$ cat config.mk
export PLATFORM = sky130hd
export DESIGN_NAME = eye_ellipse_page_raster
export DESIGN_NICKNAME = d
export VERILOG_FILES = /design/src/rtl/eyer_pkg.sv /design/src/rtl/eyer_lane.sv /design/src/rtl/eyer_merge.sv /design/src/rtl/eye_ellipse_page_raster.sv
export SDC_FILE = /design/constraint.sdc
export NUM_CORES = 2
export LEC_CHECK = 0
export BUFFER_PORTS_ARGS = -buffer_cell sky130_fd_sc_hd__buf_4
export CAP_MARGIN = 20
export CORE_ASPECT_RATIO = 0.7
export CORE_MARGIN = 4
export CORE_UTILIZATION = 68
export DETAILED_ROUTE_END_ITERATION = 8
export PLACE_DENSITY = 0.85
export SKIP_LAST_GASP = 1
export SLEW_MARGIN = 10
export SYNTH_ARGS = -nofsm -noshare
export SYNTH_HDL_FRONTEND = slang
export SYNTH_SLANG_ARGS = --single-unit
$ cat constraint.sdc
create_clock -name clk -period 10.9 [get_ports clk]
set_input_delay 1.635 -clock clk [delete_from_list [all_inputs] [get_ports clk]]
set_output_delay 1.635 -clock clk [all_outputs]
set_load 0.02 [all_outputs]
$ cat src/rtl/eyer_pkg.sv
package eyer_pkg;

	localparam int NUM_LANES = 8;

	// register indexes of the configuration port
	localparam logic REG_ROTATE_CCW    = 1'b0;
	localparam logic REG_COLUMN_OFFSET = 1'b1;

	localparam logic       ROTATE_CCW_RST    = 1'b1;
	localparam logic [2:0] COLUMN_OFFSET_RST = 3'd2;
	localparam logic [7:0] BYTE_BLANK        = 8'hFF;

	// ellipse centres (portrait coordinates)
	localparam logic signed [8:0] CX_EYE      = 9'sd32;
	localparam logic signed [8:0] CY_OPEN     = 9'sd64;
	localparam logic signed [8:0] CY_BLK_UP   = 9'sd104;
	localparam logic signed [8:0] CY_BLK_DOWN = 9'sd88;
	localparam logic signed [8:0] CY_WHT_UP   = 9'sd82;
	localparam logic signed [8:0] CY_WHT_DOWN = 9'sd110;

	// squared radii and right-hand sides of the ellipse test
	localparam logic [10:0] OPEN_RX2  = 11'd256;
	localparam logic [10:0] OPEN_RY2  = 11'd1600;
	localparam logic [25:0] OPEN_LIM  = 26'd409600;
	localparam logic [10:0] BLK_RX2   = 11'd484;
	localparam logic [10:0] BLK_RY2   = 11'd256;
	localparam logic [25:0] BLK_LIM   = 26'd123904;
	localparam logic [10:0] WHT_RX2   = 11'd676;
	localparam logic [10:0] WHT_RY2   = 11'd324;
	localparam logic [25:0] WHT_LIM   = 26'd219024;

	typedef struct packed {
		logic [6:0]        px;
		logic [2:0]        page;
		logic              rot_ccw;
		logic              eye_open;
		logic signed [3:0] look_x;
		logic signed [4:0] look_y;
		logic              smile;
	} eyer_s1_t;

	typedef struct packed {
		logic load_s2;
		logic load_s3;
	} eyer_adv_t;

	typedef struct packed {
		logic valid_s3;
		logic win_s3;
		logic rdy_out;
	} eyer_mctl_t;

endpackage

$ cat src/rtl/eyer_lane.sv
module eyer_lane (
	input  logic               clk,
	input  eyer_pkg::eyer_adv_t adv,
	input  eyer_pkg::eyer_s1_t  item,
	input  logic [2:0]         row,
	output logic               lit
);
	import eyer_pkg::*;

	logic [5:0]        py;
	logic [5:0]        x;
	logic [6:0]        y;
	logic signed [8:0] cxa, cya, cyb;
	logic signed [8:0] dxa, dya, dxb, dyb;
	logic signed [17:0] pxa, pya, pxb, pyb;
	logic [13:0]       sqxa_s2, sqya_s2, sqxb_s2, sqyb_s2;
	logic              open_s2;
	logic [10:0]       rx2a, ry2a;
	logic [25:0]       lima, suma, sumb;
	logic              ina, inb;
	logic              lit_s3;

	always_comb begin
		py = {item.page, row};
		x  = item.rot_ccw ? py : ~py;
		y  = item.rot_ccw ? ~item.px : item.px;
		if (item.eye_open) begin
			cxa = CX_EYE + {{5{item.look_x[3]}}, item.look_x};
			cya = CY_OPEN + {{4{item.look_y[4]}}, item.look_y};
		end else begin
			cxa = CX_EYE;
			cya = item.smile ? CY_BLK_UP : CY_BLK_DOWN;
		end
		cyb = item.smile ? CY_WHT_UP : CY_WHT_DOWN;
		dxa = $signed({3'b000, x}) - cxa;
		dya = $signed({2'b00, y}) - cya;
		dxb = $signed({3'b000, x}) - CX_EYE;
		dyb = $signed({2'b00, y}) - cyb;
		pxa = dxa * dxa;
		pya = dya * dya;
		pxb = dxb * dxb;
		pyb = dyb * dyb;
	end

	always_ff @(posedge clk) begin
		if (adv.load_s2) begin
			sqxa_s2 <= pxa[13:0];
			sqya_s2 <= pya[13:0];
			sqxb_s2 <= pxb[13:0];
			sqyb_s2 <= pyb[13:0];
			open_s2 <= item.eye_open;
		end
	end

	always_comb begin
		rx2a = open_s2 ? OPEN_RX2 : BLK_RX2;
		ry2a = open_s2 ? OPEN_RY2 : BLK_RY2;
		lima = open_s2 ? OPEN_LIM : BLK_LIM;
		suma = 26'(sqxa_s2 * ry2a) + 26'(sqya_s2 * rx2a);
		sumb = 26'(sqxb_s2 * WHT_RY2) + 26'(sqyb_s2 * WHT_RX2);
		ina  = suma <= lima;
		inb  = sumb <= WHT_LIM;
	end

	always_ff @(posedge clk) begin
		if (adv.load_s3)
			lit_s3 <= open_s2 ? !ina : (inb || !ina);
	end

	assign lit = lit_s3;

endmodule

$ cat src/rtl/eyer_merge.sv
module eyer_merge (
	input  logic                          clk,
	input  logic                          arst_n,
	input  eyer_pkg::eyer_mctl_t          ctl,
	input  logic [eyer_pkg::NUM_LANES-1:0] lit,
	output logic                          out_valid,
	output logic [7:0]                    out_byte
);
	import eyer_pkg::*;

	logic       valid_q;
	logic [7:0] byte_q;

	always_ff @(posedge clk or negedge arst_n) begin
		if (!arst_n)
			valid_q <= 1'b0;
		else if (ctl.rdy_out)
			valid_q <= ctl.valid_s3;
	end

	always_ff @(posedge clk) begin
		if (ctl.rdy_out && ctl.valid_s3)
			byte_q <= ctl.win_s3 ? lit : BYTE_BLANK;
	end

	assign out_valid = valid_q;
	assign out_byte  = byte_q;

endmodule

$ cat src/rtl/eye_ellipse_page_raster.sv
// Eye raster for a page-organised 132-column monochrome panel: each input beat
// asks for one column byte of one page and returns eight vertical pixels (bit n
// is row page*8+n, 1 lit) of a cartoon eye, open or closed, on a portrait 64x128
// frame rotated onto the panel. Eight row lanes evaluate the ellipse tests side
// by side and a merge stage packs their bits, so one beat is taken every cycle;
// unless the output stalls; a result passes input stage, squares, ellipse compare
// and output register, and stalls only back-pressure the stages behind a full
// output. Columns outside the 128-column window read 0xFF. The user must write
// registers on the cfg channel while no request is in flight; nothing enforces it.
module eye_ellipse_page_raster (
	input  logic        clk,
	input  logic        arst_n,
	input  logic        s_axis_tvalid,
	output logic        s_axis_tready,
	// column[7:0], page[10:8], eye_open[11], look_x[15:12], look_y[20:16], smile[21]
	input  logic [23:0] s_axis_tdata,
	output logic        m_axis_tvalid,
	input  logic        m_axis_tready,
	// pixel_byte[7:0]
	output logic [7:0]  m_axis_tdata,
	input  logic        cfg_valid,
	output logic        cfg_ready,
	input  logic        cfg_index,
	input  logic [2:0]  cfg_data
);
	import eyer_pkg::*;

	logic           rot_ccw_q;
	logic [2:0]     col_off_q;
	logic           v_s1, v_s2, v_s3;
	logic           win_s1, win_s2, win_s3;
	logic           rdy1, rdy2, rdy3, rdy4;
	logic [7:0]     column;
	logic [8:0]     col_end;
	logic           in_win;
	eyer_s1_t       item_s1;
	eyer_adv_t      adv;
	eyer_mctl_t     mctl;
	logic [NUM_LANES-1:0] lit;

	assign cfg_ready = 1'b1;

	always_ff @(posedge clk or negedge arst_n) begin
		if (!arst_n) begin
			rot_ccw_q <= ROTATE_CCW_RST;
			col_off_q <= COLUMN_OFFSET_RST;
		end else if (cfg_valid) begin
			unique case (cfg_index)
				REG_ROTATE_CCW:    rot_ccw_q <= cfg_data[0];
				REG_COLUMN_OFFSET: col_off_q <= cfg_data;
				default: ;
			endcase
		end
	end

	assign rdy4 = !m_axis_tvalid || m_axis_tready;
	assign rdy3 = !v_s3 || rdy4;
	assign rdy2 = !v_s2 || rdy3;
	assign rdy1 = !v_s1 || rdy2;
	assign s_axis_tready = rdy1;

	assign column  = s_axis_tdata[7:0];
	assign col_end = {6'd0, col_off_q} + 9'd128;
	assign in_win  = (column >= {5'd0, col_off_q}) && ({1'b0, column} < col_end);

	always_ff @(posedge clk or negedge arst_n) begin
		if (!arst_n) begin
			v_s1 <= 1'b0;
			v_s2 <= 1'b0;
			v_s3 <= 1'b0;
		end else begin
			if (rdy1)
				v_s1 <= s_axis_tvalid;
			if (rdy2)
				v_s2 <= v_s1;
			if (rdy3)
				v_s3 <= v_s2;
		end
	end

	always_ff @(posedge clk) begin
		if (rdy1 && s_axis_tvalid) begin
			item_s1.px       <= 7'(column - {5'd0, col_off_q});
			item_s1.page     <= s_axis_tdata[10:8];
			item_s1.rot_ccw  <= rot_ccw_q;
			item_s1.eye_open <= s_axis_tdata[11];
			item_s1.look_x   <= s_axis_tdata[15:12];
			item_s1.look_y   <= s_axis_tdata[20:16];
			item_s1.smile    <= s_axis_tdata[21];
			win_s1           <= in_win;
		end
		if (adv.load_s2)
			win_s2 <= win_s1;
		if (adv.load_s3)
			win_s3 <= win_s2;
	end

	assign adv.load_s2 = rdy2 && v_s1;
	assign adv.load_s3 = rdy3 && v_s2;

	for (genvar n = 0; n < NUM_LANES; n++) begin : g_lane
		eyer_lane u_lane (
			.clk  (clk),
			.adv  (adv),
			.item (item_s1),
			.row  (3'(n)),
			.lit  (lit[n])
		);
	end

	assign mctl.valid_s3 = v_s3;
	assign mctl.win_s3   = win_s3;
	assign mctl.rdy_out  = rdy4;

	eyer_merge u_merge (
		.clk       (clk),
		.arst_n    (arst_n),
		.ctl       (mctl),
		.lit       (lit),
		.out_valid (m_axis_tvalid),
		.out_byte  (m_axis_tdata)
	);

`ifndef ASSERT_OFF
	a_ready_when_out_empty: assert property (@(posedge clk) disable iff (!arst_n)
		!m_axis_tvalid |-> s_axis_tready)
		else $error("input stalled with empty output");

	a_s3_held_on_stall: assert property (@(posedge clk) disable iff (!arst_n)
		(m_axis_tvalid && !m_axis_tready && v_s3) |=> v_s3)
		else $error("stage 3 beat lost during stall");

	a_bubble_collapse: assert property (@(posedge clk) disable iff (!arst_n)
		(v_s1 && !v_s2 && !v_s3 && !m_axis_tvalid) |=> v_s2)
		else $error("stage 1 beat did not advance");
`endif

endmodule
# After elaboration in Yosys (flattened, before gate mapping)
# Index checks and enable logic that the tools add are counted.
[totals] reg_bits=302 in_bits=33 output_inout_bits=11 word_cells=201
[classes] addsub=38 multipliers=36 order_cmp=18 mux=24 bitwise=10 reduce_logical=31
[op_table] cell="multiplier 14 x 11 -> 25 bit" count=9
[op_table] cell="adder 25 x 25 -> 26 bit" count=8
[op_table] cell="<= comparator 26 x 18 -> 1 bit (second input constant)" count=8
[op_table] cell="adder 23 x 24 -> 25 bit" count=8
[op_table] cell="multiplier 14 x 7 -> 21 bit (second input constant)" count=8
[op_table] cell="multiplier 9 x 9 -> 14 bit" count=10
[op_table] cell="multiplier 7 x 7 -> 14 bit" count=8
[op_table] cell="<= comparator 26 x 19 -> 1 bit" count=4
[op_table] cell="<= comparator 26 bit" count=4
[op_table] cell="subtractor 7 x 9 -> 9 bit" count=8
[op_table] cell="two-way mux 6 bit" count=10
[op_table] cell="subtractor 6 x 6 -> 7 bit (second input constant)" count=8
[op_table] cell="NOT 6 bit" count=8
[op_table] cell="multiplier 14 x 8 -> 22 bit (second input constant)" count=1
[op_table] cell="two-way mux 19 bit" count=1
[op_table] cell="two-way mux 9 bit" count=2
[op_table] cell="logical NOT 1 bit" count=12
[op_table] cell="logical OR 1 bit" count=12
[op_table] cell="two-way mux 11 bit" count=1
[op_table] cell="adder 3 x 8 -> 9 bit (second input constant)" count=1
[op_table] cell="adder 8 x 5 -> 9 bit (first input constant)" count=1
[op_table] cell="< comparator 8 x 9 -> 1 bit" count=1
[op_table] cell="subtractor 8 x 9 -> 9 bit" count=1
[op_table] cell="adder 7 x 4 -> 8 bit (first input constant)" count=1
[op_table] cell="10 further kinds" count=22

# Longest topological paths before layout
[depth] word_depth=7 ltp_mapped=36 mapped_depth_nobuf=34

# Modules after synthesis
# From an unflattened synthesis, not the netlist that was laid out.
[hier_totals] cells_unflattened=14466 hier_area_um2=139303.6
[by_module_without_submodules] mod="eyer_lane at g_lane[0].u_lane ..." instances=3 cells_each=1779 area_each_um2=17106.4 seq_area_each_um2=1621.6
[by_module_without_submodules] mod="eyer_lane at g_lane[5].u_lane" instances=1 cells_each=1826 area_each_um2=17468.0 seq_area_each_um2=1621.6
[by_module_without_submodules] mod="eyer_lane at g_lane[6].u_lane" instances=1 cells_each=1830 area_each_um2=17372.9 seq_area_each_um2=1621.6
[by_module_without_submodules] mod="eyer_lane at g_lane[1].u_lane" instances=1 cells_each=1819 area_each_um2=17327.9 seq_area_each_um2=1621.6
[by_module_without_submodules] mod="eyer_lane at g_lane[7].u_lane" instances=1 cells_each=1794 area_each_um2=17160.2 seq_area_each_um2=1621.6
[by_module_without_submodules] mod="eyer_lane at g_lane[4].u_lane" instances=1 cells_each=1760 area_each_um2=17040.1 seq_area_each_um2=1621.6
[by_module_without_submodules] mod="eye_ellipse_page_raster" instances=1 cells_each=81 area_each_um2=1277.5 seq_area_each_um2=928.4
[by_module_without_submodules] mod="eyer_merge" instances=1 cells_each=19 area_each_um2=337.8 seq_area_each_um2=265.3

# Worst setup path before layout
# Ideal clock, no wire load.
[synth_path] kind="register to register" startpoint="reg g_lane[4].u_lane.open_s2" endpoint="reg g_lane[4].u_lane.lit_s3 (data pin)" setup_ns=0.256 t_arrival_ns=9.722 required_ns=10.644 slack_ns=0.922 path_stages_with_launch=32 path_buffers=3 synth_period_minus_slack_ns=9.978 cell_sequence="edfxtp_1 -> clkbuf_1 -> clkbuf_1 -> inv_1 -> buf_1 -> nand2_1 -> fa_1 -> inv_1 -> fa_1 -> inv_1 -> fa_1 -> inv_1 -> ha_1 -> ha_1 -> and3_1 -> o311a_1 -> nor4_1 -> nor2_1 -> a211o_1 -> a21oi_1 -> xor2_1 -> fa_1 -> inv_1 -> ha_1 -> ha_1 -> o21ai_0 -> and3b_1 -> or4_1 -> or4_1 -> a2111oi_0 -> nand4_1 -> a31o_2"
[synth_between] elab_chain_cells=7 elab_cells_between_ends=10 cone_classes="1 x add/sub; 2 x mul; 1 x order compare; 4 x mux; 2 x reduce/logical"
[synth_lines] item="from (decl)" line_no="eyer_lane.sv:17" text="logic open_s2;"
[synth_lines] item="from (signal assigned)" line_no="eyer_lane.sv:51" text="open_s2 <= item.eye_open;"
[synth_lines] item="two-way mux 8 bit or two-way mux 11 bit (tied branches)"
[synth_lines] item="multiplier 14 x 11 -> 25 bit"
[synth_lines] item="adder 25 x 25 -> 26 bit" line_no="eyer_lane.sv:59" text="suma = 26'(sqxa_s2 * ry2a) + 26'(sqya_s2 * rx2a);"
[synth_lines] item="<= comparator 26 x 19 -> 1 bit" line_no="eyer_lane.sv:61" text="ina = suma <= lima;"
[synth_lines] item="logical NOT 1 bit" line_no="eyer_lane.sv:67" text="lit_s3 <= open_s2 ? !ina : (inb || !ina);"
[synth_lines] item="logical OR 1 bit" line_no="eyer_lane.sv:67"
[synth_lines] item="two-way mux 1 bit (*)" line_no="eyer_lane.sv:67"
[synth_lines] item="to (signal assigned)" line_no="eyer_lane.sv:67"
[synth_lines] item="to (decl)" line_no="eyer_lane.sv:21" text="logic lit_s3;"
# Every way passes the cells marked *; elsewhere a longest branch is shown, timed or not.
# A chain may end at the register's enable or synchronous reset.

==> results.md <==
* Status: finished clean
* Routed wire per std cell at 19.60 um
* Antenna violations before repair at 3
* Period Utilization, post-route at 91.09%
* Setup TNS at 0 ns
* Post-synthesis cell count at 7691
* Max-cap check violation count at 0
* Critical path's most frequent cell: ha_1
* Setup violators final at 0
* Clk Latency, worst-skew pair at between 0.5 and 0.6 ns
* Wirelength, routed at 181.1 mm
* Fmax at 0.1007 GHz
* Crit-path slowest cell: nor4_1
* Clock transition at path regs at 0.08 ns
* Hold Crit Start: win_s1
* Io pins at 44
* Root Buffer: clkbuf_16
* Post-synth ARST share at 3.279%
* Post-DP HPWL at 148.9 mm
* RR Startpoint: g_lane[4].u_lane.open_s2
* Depth of the worst register-to-register path at 29
* Post-synthesis sequential area ratio at 10.09%
* Final Hold Viols at 0
* Count of cell types in the netlist at 93
* Largest net degree at the start of global routing at between 100 and 150
* Final Skew at 0.02836 ns
* DIE AREA at around 110000 um2
* Min-delay worst type: register to register
* CP max stage delay at 0.81 ns
* Vias in the first global route at 57400
* H-tree level count at 2
* Most common cell in the synthesized netlist: ha_1
* Rows at 99
* Die X at 397.7 um
* Seq cells post-synth at 244
* Final #Nets at slightly above 10000
* Crit path launch type: register
* Top post-synthesis cells by area: ha_1 29%, fa_1 23%, edfxtp_1 9.8%
* First-pass GRT wire length at 295.0 mm
* Hold Crit Depth at 0
* Crit path max fanout at 31
* Path type of the worst setup path: register to register
* Worst slew pin tran at 1.195 ns
* Critical path data required time at 11.23 ns
* Main flop type after synthesis: edfxtp_1
* Synth area leader: ha_1
* Vias per cell at 6.053
* Total number of vias at 55920
* DIE HEIGHT at ~280 um
* Total GRT Usage at 32.90%
* Area Overhead vs Synth at 5.294%
* Total iterations of the first detailed-routing run at 6
* Clock sink total at 244
* Min-Delay Endpoint: win_s2
* Post-CTS Setup Bufs at 0
* R2r setup slk at 0.97 ns
* Share of layout cells above drive strength 1 at between 3 and 4%
* Global route overflow at 0
* Max Root-Sink Buffers at 3
* Synth warn at 0
* WP data arrival at 10.26 ns
* Tmin final at 9.929 ns
* Number of hold buffers added after CTS at 0
* EDFF count, synth at about 240
* Iteration-0 DRC Markers at 4554
* Max-slew violation count at 0
* Max-slew headroom at about a fifth
* Crit path capture type: register
* Synth top cells by count: 1657 x ha_1, 1280 x inv_1, 843 x fa_1
* Synth Cell Area at 72270 um2
* CTS tree: done
* DRC violations left at 0
* Syn avg cell area at 9.397 um2
* R2r endpoint: g_lane[2].u_lane.lit
* Placer Congestion at ~0.96
* RSZ-0062 raised after global routing: no
* Initial Util at 68.97%
* Synth top area share at 28.69%
* Antenna-violating nets left at 0
* Post-cts sizing count at 0
* Port bufs at 40
* TritonCTS Buffers at 34
* Core Region at around 100000 um2
layout make-up:
class / instances / area, um2
multi-input combinational: 6101 / 60060
fill: 7392 / 28700
sequential: 244 / 7289
inverter: 1289 / 4838
tap: 1414 / 1769
timing repair buffer: 126 / 958.4
clock buffer: 39 / 933.4
clock inverter: 23 / 240.2
antenna: 3 / 7.507
cell usage in the layout (no fill, tap or decap), types with 124 or more instances in the layout:
cell | Yosys | routed
a21o_1 | 190 | 190
a21oi_1 | 407 | 406
buf_4 | 1 | 124
edfxtp_1 | 236 | 236
fa_1 | 843 | 843
ha_1 | 1657 | 1657
inv_1 | 1280 | 1279
nand2_1 | 286 | 286
nor2_1 | 527 | 527
nor2b_1 | 145 | 145
o21ai_0 | 236 | 236
xnor2_1 | 449 | 438
xor2_1 | 196 | 191
stage by stage:
step,hold slack (ns),util [%],instances,setup WS (ns),instance area (um2)
floorplan,0.4003,-,7722,0.9220,72390
global placement,0.4386,71.48,9173,1.594,74910
detailed placement,0.4072,71.48,9173,1.335,74910
CTS,0.4537,72.60,9235,1.272,76080
global route,0.4646,72.61,9236,0.7418,76090
finish,0.4642,72.62,9239,0.9711,76100
registers in the layout, indices dropped and copies added (netlist names):
name / flops
v_s3: 1
g_lane.u_lane.sqya_s2: 13
g_lane.u_lane.lit: 8
rot_ccw_q: 1
g_lane.u_lane.sqxa_s2: 94
v_s2: 1
win_s3: 1
u_merge.out_valid: 1
col_off_q: 3
g_lane.u_lane.sqyb_s2: 13
g_lane.u_lane.open_s2: 1
win_s1: 1
win_s2: 1
u_merge.out_byte: 8
v_s1: 1
g_lane.u_lane.sqxb_s2: 74
item_s1: 22
metal layers:
metal | wire, um | part of all wire [%] | global-route usage [%]
met1 | 78510 | 43 | 47.51
met2 | 76130 | 42 | 49.37
met3 | 20280 | 11 | 7.572
met4 | 6208 | 3.4 | 10.03
met5 | 0 | 0 | 0
worst max path at each step:
stage                             startpoint                    to  cells past startpoint
detailed placement  g_lane[4].u_lane.open_s2  g_lane[2].u_lane.lit                     31
floorplan           g_lane[4].u_lane.open_s2  g_lane[4].u_lane.lit                     31
global placement    g_lane[4].u_lane.open_s2  g_lane[2].u_lane.lit                     31
CTS                 g_lane[4].u_lane.open_s2  g_lane[2].u_lane.lit                     31
global route        g_lane[4].u_lane.open_s2  g_lane[2].u_lane.lit                     31
finish              g_lane[4].u_lane.open_s2  g_lane[2].u_lane.lit                     29
worst max-delay path: cells and delay by family, from the launching register on:
family / cells / cell delay, ns
flops: 1 / 0.45
buf+inv: 7 / 1.95
xor+xnor: 2 / 0.55
compound gates: 5 / 1.36
simple gates: 7 / 2.47
fa+ha+maj: 8 / 2.88
kinds of logic after synthesis:
| family | synth area share [%] |
|---|---|
| AOI/OAI and AO/OA | 12.23 |
| DFF | 10.09 |
| xor gates and xnor gates | 7.817 |
| and+or+nand+nor | 10.34 |
| adders and majority gates | 52.04 |
| buffers and inverters | 7.162 |
| muxes | 0.3151 |
| other | 0.01039 |
Power is left out: the tool's default activity adds up to more than one toggle a clock period on the data nets, which glitch-free logic cannot reach.
